===== config.mk =====
export PLATFORM = sky130hd
export DESIGN_NAME = pid_controller_with_feedforward
export DESIGN_NICKNAME = d
export VERILOG_FILES = /design/src/rtl/pidff_pkg.sv /design/src/rtl/pidff_term.sv /design/src/rtl/pidff_sum.sv /design/src/rtl/pid_controller_with_feedforward.sv
export SDC_FILE = /design/constraint.sdc
export NUM_CORES = 2
export LEC_CHECK = 0
export ABC_AREA = 1
export BUFFER_PORTS_ARGS = -buffer_cell sky130_fd_sc_hd__buf_2
export CAP_MARGIN = 20
export CORE_MARGIN = 8
export CORE_UTILIZATION = 50
export CTS_CLUSTER_SIZE = 24
export DETAILED_ROUTE_END_ITERATION = 8
export GPL_TIMING_DRIVEN = 0
export PLACE_DENSITY = 0.72
export SETUP_SLACK_MARGIN = 0.1
export SLEW_MARGIN = 20
export SYNTH_ARGS = -nofsm -noshare
export SYNTH_HDL_FRONTEND = slang
export SYNTH_SLANG_ARGS = --single-unit

===== constraint.sdc =====
create_clock -name clk -period 23.7 [get_ports clk]
set_clock_uncertainty 0.1 [all_clocks]
set_input_delay 2.37 -clock clk [delete_from_list [all_inputs] [get_ports clk]]
set_output_delay 2.37 -clock clk [all_outputs]
set_load 0.05 [all_outputs]

===== src/rtl/pidff_pkg.sv =====
// ----------------------------------------------------------------------------
// pidff_pkg
// Shared types and register codes for the PID controller with feed-forward.
// ----------------------------------------------------------------------------
`timescale 1ns / 1ps

package pidff_pkg;

  localparam int CFG_IDX_W = 3;
  localparam int CFG_DATA_W = 16;

  localparam logic [CFG_IDX_W-1:0] REG_KP_GAIN   = 3'd0;
  localparam logic [CFG_IDX_W-1:0] REG_KI_GAIN   = 3'd1;
  localparam logic [CFG_IDX_W-1:0] REG_KD_GAIN   = 3'd2;
  localparam logic [CFG_IDX_W-1:0] REG_KF_GAIN   = 3'd3;
  localparam logic [CFG_IDX_W-1:0] REG_I_LIMIT   = 3'd4;
  localparam logic [CFG_IDX_W-1:0] REG_OUT_LIMIT = 3'd5;

  typedef struct packed {
    logic [15:0] kp_gain;
    logic [15:0] ki_gain;
    logic [15:0] kd_gain;
    logic [15:0] kf_gain;
    logic [14:0] i_limit;
    logic [14:0] out_limit;
  } cfg_t;

  typedef struct packed {
    logic [32:0] p_prod;
    logic [32:0] i_prod;
    logic [33:0] d_prod;
    logic [31:0] f_prod;
  } prod_t;

endpackage


===== src/rtl/pidff_term.sv =====
// ----------------------------------------------------------------------------
// pidff_term
// Error, error difference and the four gain products, registered.
// ----------------------------------------------------------------------------
`timescale 1ns / 1ps

module pidff_term
  import pidff_pkg::*;
(
  input  logic        clk,
  input  logic        rst_n,
  input  logic        load,
  input  logic [15:0] target_value,
  input  logic [15:0] measured_value,
  input  cfg_t        cfg,
  output prod_t       prod
);

  logic signed [15:0] tgt;
  logic signed [15:0] meas;
  logic signed [15:0] kp;
  logic signed [15:0] ki;
  logic signed [15:0] kd;
  logic signed [15:0] kf;
  logic signed [16:0] err;
  logic signed [17:0] diff;
  logic signed [32:0] p_full;
  logic signed [32:0] i_full;
  logic signed [33:0] d_full;
  logic signed [31:0] f_full;
  logic signed [16:0] prev_err_r;
  prod_t              prod_r;

  assign tgt  = $signed(target_value);
  assign meas = $signed(measured_value);
  assign kp   = $signed(cfg.kp_gain);
  assign ki   = $signed(cfg.ki_gain);
  assign kd   = $signed(cfg.kd_gain);
  assign kf   = $signed(cfg.kf_gain);

  always_comb begin
    err    = 17'(tgt) - 17'(meas);
    diff   = 18'(err) - 18'(prev_err_r);
    p_full = 33'(kp) * 33'(err);
    i_full = 33'(ki) * 33'(err);
    d_full = 34'(kd) * 34'(diff);
    f_full = 32'(kf) * 32'(tgt);
  end

  always_ff @(posedge clk) begin
    if (!rst_n) begin
      prev_err_r <= '0;
    end else if (load) begin
      prev_err_r <= err;
    end
  end

  always_ff @(posedge clk) begin
    if (load) begin
      prod_r.p_prod <= p_full;
      prod_r.i_prod <= i_full;
      prod_r.d_prod <= d_full;
      prod_r.f_prod <= f_full;
    end
  end

  assign prod = prod_r;

endmodule


===== src/rtl/pidff_sum.sv =====
// ----------------------------------------------------------------------------
// pidff_sum
// Integral update with clamp, term sum and output saturation, registered.
// ----------------------------------------------------------------------------
`timescale 1ns / 1ps

module pidff_sum
  import pidff_pkg::*;
(
  input  logic        clk,
  input  logic        rst_n,
  input  logic        load,
  input  prod_t       prod,
  input  logic [14:0] i_limit,
  input  logic [14:0] out_limit,
  output logic [15:0] drive_value
);

  logic signed [24:0] acc_r;
  logic signed [33:0] acc_sum;
  logic signed [33:0] acc_lim;
  logic signed [33:0] acc_c;
  logic signed [24:0] p_shr;
  logic signed [25:0] d_shr;
  logic signed [23:0] f_shr;
  logic signed [16:0] i_shr;
  logic signed [26:0] sum;
  logic signed [26:0] out_lim;
  logic signed [26:0] sum_c;
  logic [15:0]        drive_r;

  always_comb begin
    acc_sum = 34'(acc_r) + 34'($signed(prod.i_prod));
    acc_lim = $signed({11'b0, i_limit, 8'b0});
    if (acc_sum > acc_lim) begin
      acc_c = acc_lim;
    end else if (acc_sum < -acc_lim) begin
      acc_c = -acc_lim;
    end else begin
      acc_c = acc_sum;
    end
    p_shr   = $signed(prod.p_prod[32:8]);
    d_shr   = $signed(prod.d_prod[33:8]);
    f_shr   = $signed(prod.f_prod[31:8]);
    i_shr   = acc_c[24:8];
    sum     = 27'(p_shr) + 27'(i_shr) + 27'(d_shr) + 27'(f_shr);
    out_lim = $signed({12'b0, out_limit});
    if (sum > out_lim) begin
      sum_c = out_lim;
    end else if (sum < -out_lim) begin
      sum_c = -out_lim;
    end else begin
      sum_c = sum;
    end
  end

  always_ff @(posedge clk) begin
    if (!rst_n) begin
      acc_r <= '0;
    end else if (load) begin
      acc_r <= acc_c[24:0];
    end
  end

  always_ff @(posedge clk) begin
    if (load) begin
      drive_r <= sum_c[15:0];
    end
  end

  assign drive_value = drive_r;

endmodule


===== src/rtl/pid_controller_with_feedforward.sv =====
// ----------------------------------------------------------------------------
// pid_controller_with_feedforward
// Fixed-point positional PID controller with feed-forward on the target.
//
// Input stream: one word per sample with target and measured value.
// Output stream: one word per sample with the saturated drive value.
// Configuration: write channel, index selects kp, ki, kd, kf, integral
// limit or output limit; always ready. The user must see that it is
// written between sample runs; the block does not enforce this. Pipeline:
// acceptance loads the input register, then the product and result
// registers follow, and out_tvalid shows the result register. Throughput:
// one word per cycle while out_tready is high; the integral and previous
// error each update as their stage advances. Reset: gains, limits,
// integral and previous error clear to zero and all stages empty.
// Stall: each stage holds its word while the next stage is full and held;
// empty stages keep filling, so up to three words wait inside before
// in_tready drops.
// ----------------------------------------------------------------------------
`timescale 1ns / 1ps

module pid_controller_with_feedforward
  import pidff_pkg::*;
(
  input  logic                  clk,
  input  logic                  rst_n,
  input  logic                  in_tvalid,
  output logic                  in_tready,
  input  logic [31:0]           in_tdata,   // target_value[15:0], measured_value[31:16]
  output logic                  out_tvalid,
  input  logic                  out_tready,
  output logic [15:0]           out_tdata,  // drive_value[15:0]
  input  logic                  cfg_valid,
  output logic                  cfg_ready,
  input  logic [CFG_IDX_W-1:0]  cfg_index,
  input  logic [CFG_DATA_W-1:0] cfg_data
);

  cfg_t        cfg_r;
  logic        v1_r;
  logic        v2_r;
  logic        v3_r;
  logic [15:0] tgt_r;
  logic [15:0] meas_r;
  logic        rdy1;
  logic        rdy2;
  logic        rdy3;
  logic        in_acc;
  logic        load2;
  logic        load3;
  prod_t       prod;

  assign cfg_ready = 1'b1;

  always_ff @(posedge clk) begin
    if (!rst_n) begin
      cfg_r <= '0;
    end else if (cfg_valid) begin
      case (cfg_index)
        REG_KP_GAIN:   cfg_r.kp_gain   <= cfg_data;
        REG_KI_GAIN:   cfg_r.ki_gain   <= cfg_data;
        REG_KD_GAIN:   cfg_r.kd_gain   <= cfg_data;
        REG_KF_GAIN:   cfg_r.kf_gain   <= cfg_data;
        REG_I_LIMIT:   cfg_r.i_limit   <= cfg_data[14:0];
        REG_OUT_LIMIT: cfg_r.out_limit <= cfg_data[14:0];
        default: begin
        end
      endcase
    end
  end

  assign rdy3      = !v3_r || out_tready;
  assign rdy2      = !v2_r || rdy3;
  assign rdy1      = !v1_r || rdy2;
  assign in_tready = rdy1;
  assign in_acc    = in_tvalid && rdy1;
  assign load2     = v1_r && rdy2;
  assign load3     = v2_r && rdy3;

  always_ff @(posedge clk) begin
    if (!rst_n) begin
      v1_r <= 1'b0;
      v2_r <= 1'b0;
      v3_r <= 1'b0;
    end else begin
      if (in_acc) begin
        v1_r <= 1'b1;
      end else if (load2) begin
        v1_r <= 1'b0;
      end
      if (load2) begin
        v2_r <= 1'b1;
      end else if (load3) begin
        v2_r <= 1'b0;
      end
      if (load3) begin
        v3_r <= 1'b1;
      end else if (out_tready) begin
        v3_r <= 1'b0;
      end
    end
  end

  always_ff @(posedge clk) begin
    if (in_acc) begin
      tgt_r  <= in_tdata[15:0];
      meas_r <= in_tdata[31:16];
    end
  end

  pidff_term u_term (
    .clk            (clk),
    .rst_n          (rst_n),
    .load           (load2),
    .target_value   (tgt_r),
    .measured_value (meas_r),
    .cfg            (cfg_r),
    .prod           (prod)
  );

  pidff_sum u_sum (
    .clk         (clk),
    .rst_n       (rst_n),
    .load        (load3),
    .prod        (prod),
    .i_limit     (cfg_r.i_limit),
    .out_limit   (cfg_r.out_limit),
    .drive_value (out_tdata)
  );

  assign out_tvalid = v3_r;

endmodule

==> results_dict.tcl <==
set metrics [dict create \
    outcome "complete, no violations" \
    io_pins 75 \
    top_usage_layer "met2" \
    wl_um 183000 \
    htreeDepth 2 \
    grt_pass1_vias 49200 \
    fin_crit_sh 0.552 \
    setup-tns-final_ns 0 \
    seq_power_share 0.122 \
    async_flop_share 0 \
    holdCritStartpoint "u_sum.acc_r[3]" \
    synth_cell_types 59 \
    pre_cts_slack_ns 11.01 \
    clock-root-buffer "clkbuf_16" \
    finalHoldViolCount 0 \
    pwr-share-clk 0.103 \
    holdCritPathClass "flop to flop" \
    worst-path-buf-inv 13 \
    cp-end-kind "flop" \
    cp-startpoint "tgt_r[0]" \
    arrival_ns 13.33 \
    syn2layout_area_growth_pct 6.41 \
    reg2reg_from "tgt_r[0]" \
    slowest_stage "nand2_1" \
    drv_cap 0 \
    start_util 0.503 \
    cp_max_fo 10 \
    combPwrFrac 0.774 \
    met1_usage 0.359 \
    crit_path_frequent_cell "nand2_1" \
    required_ns 23.94 \
    cts.clk_slew.worst_paths_ns 0.07 \
    cts.hold.buffers_added 0 \
    vias_per_cell 5.44 \
    grt_use_met2 0.452 \
    setup_viol 0 \
    rsz0062_at_grt "no" \
    fmax_ghz 0.0764 \
    drc 0 \
    setup_slack_ns 10.61 \
    wire_per_inst_um 20.8 \
    synthFlopType "edfxtp_1" \
    yosysWarningCount 0 \
    die_y_um 360 \
    syn_nets 8806 \
    grt.total_usage 0.282 \
    drive_gt1_frac 0.0367 \
    path_class "flop to flop" \
    overflow 0 \
    cts_buffer_depth 3 \
    synth_seq_cells 295 \
    p_per_area_mw_per_mm2 98.7 \
    p_leak_nw 29.7 \
    grt_first_pass_wirelength_um 283000 \
    firstDrtPassIters 6 \
    grtUsageMet3 0.0742 \
    p_switching_w 0.00348 \
    postCtsSetupRepairBufs 0 \
    setup.worst_path.start_class "flop" \
    fin_nets 8926 \
    dp_hpwl_um 155000 \
    antenna_found_initial 12 \
    cts.sinks 295 \
    internal_power_w 0.00272 \
    n_fill_cell 11000 \
    rows 126 \
    dp.cells 8708 \
    syn-instance-count 7095 \
    cp_top_family "adder cells" \
    synth-seq-area-share 0.126 \
    synth_edf_count 156 \
    fp.dieW_um 360 \
    instances_no_fill 8793 \
    irDropWorstVdd_v 0.000198 \
    netlist_area_mm2 0.0591 \
    tightest_slew_ns 1.17 \
    fin_crit_ns 13.09 \
    p_sw_frac 0.561 \
    power_w 0.00621 \
    drt-initial-drc-count 4649 \
    post_cts_resized 0 \
    slew_headroom 0.222 \
    core_area_mm2 0.118 \
    via_count 47800 \
    slew_viol_final 0 \
    syn_area_per_cell_um2 8.33 \
    clkLatencyLatePin_ns 0.60 \
    port_buffers 73 \
    dieArea_mm2 0.129 \
    grt_max_degree 55 \
    critPathMaxStageDelay_ns 0.69 \
    antenna_left 0 \
    gp_congestion 1.03 \
    numCtsBuffers 40 \
    tritoncts "yes" \
]
[power by group through the flow]
stage               Combinational, W  Clock, W  Sequential (W)
global placement             0.00461         0        0.000770
finish                       0.00481  0.000641        0.000759
floorplan                    0.00328         0        0.000791
CTS                          0.00473  0.000647        0.000758
detailed placement           0.00470         0        0.000768
global route                 0.00535  0.000665        0.000766
[through the flow]
| step | instance area (um^2) | utilization | hold slack, ns |
|---|---|---|---|
| 2_1_floorplan | 59100 | - | 0.335 |
| 3_3_place_gp | 61400 | 0.522 | 0.361 |
| 3_5_place_dp | 61500 | 0.523 | 0.369 |
| 4_1_cts | 62900 | 0.535 | 0.378 |
| 5_1_grt | 62900 | 0.535 | 0.412 |
| 6_report | 62900 | 0.535 | 0.380 |
[cell usage after synthesis, types with 14 or more instances]
library cell / number / area, um^2
nand2_1: 1445 / 5420
fa_1: 1156 / 23100
nor3_1: 33 / 165
nand4_1: 33 / 206
inv_1: 1695 / 6360
nor2_1: 501 / 1880
clkbuf_1: 204 / 766
nand3_1: 137 / 686
o21ai_0: 229 / 1150
ha_1: 499 / 6240
nor2_2: 14 / 87.6
xnor2_1: 73 / 639
or2_2: 41 / 257
edfxtp_1: 156 / 4680
dfxtp_1: 139 / 2780
xor2_1: 129 / 1130
nand2_2: 17 / 106
o211ai_1: 20 / 150
a21oi_1: 374 / 1870
o21ai_1: 24 / 120
[registers in the layout (all words and copies together), names as in the netlist]
name,flops
u_sum.acc_r,25
u_term.prev_err_r,17
v2_r,1
u_term.prod,108
meas_r,16
u_sum.drive_value,16
v1_r,1
out_tvalid,1
tgt_r,16
cfg_r,94
[logic make-up (layout without fill, tap and decap cells)]
group | after synthesis | in the layout | share of synthesized area
AND/OR/NAND/NOR | 2260 | 2260 | 0.155
other | 1 | 12 | 0.0000634
XOR/XNOR | 202 | 202 | 0.0299
AO/OA/AOI/OAI | 733 | 733 | 0.0670
adder cells (fa/ha/maj) | 1655 | 1655 | 0.497
flip-flops | 295 | 295 | 0.126
buffers and inverters | 1949 | 2100 | 0.125
[final timing paths]
kind                                        end  slack, ns  cells after the start
worst max-delay path            u_term.prod[55]      10.61                     48
worst min-delay path             u_sum.acc_r[3]       0.38                      2
worst max register to register  u_term.prod[55]      10.61                     48
worst min register to register   u_sum.acc_r[3]       0.38                      2
[layout by cell type, fill, tap and decap left out, types with 11 or more instances in the layout]
| cell | n |
|---|---|
| o21ai_0 | 229 |
| o21bai_1 | 11 |
| xor2_1 | 129 |
| fa_1 | 1156 |
| nand2_1 | 1445 |
| nand2_2 | 17 |
| edfxtp_1 | 156 |
| o21a_1 | 11 |
| nor3_1 | 33 |
| nor2_1 | 500 |
| clkinv_1 | 15 |
| a21o_1 | 12 |
| nor2_2 | 15 |
| clkbuf_16 | 43 |
| nand4_1 | 33 |
| dfxtp_1 | 139 |
| o211ai_1 | 20 |
| inv_1 | 1695 |
| o21ai_1 | 24 |
| clkbuf_1 | 211 |
| diode_2 | 11 |
| inv_2 | 11 |
| or2_2 | 41 |
| ha_1 | 499 |
| xnor2_1 | 73 |
| nor4_1 | 12 |
| nand3_1 | 137 |
| buf_2 | 84 |
| a21oi_1 | 374 |
[worst reg2reg max path, delay by kind of cell, from the launching register on]
kind            cells  cell delay [ns]
fa+ha+maj          10             4.45
flops               1             0.32
buf+inv            13             3.28
compound gates     11             2.54
simple gates       14             2.14
[routing by layer]
layer  up-vias  part of all wire
li1      21500                 -
met1     23400              0.39
met2      2328              0.45
met3       538              0.11
met4         2             0.055
met5         -          0.000049
[cell type report]
cell class	instances	area (um^2)	share of cell area
flip-flops and latches	295	7470	0.119
multi-input cells	4851	44300	0.704
well taps	1536	1920	0.0306
repair buffers	78	462	0.00734
inverters	1719	6450	0.103
clock inverters	20	235	0.00374
plain buffers	230	918	0.0146
clock buffers	53	1130	0.0180
diodes	11	27.5	0.000438
No activity file was read; power rests on OpenSTA's default activity.
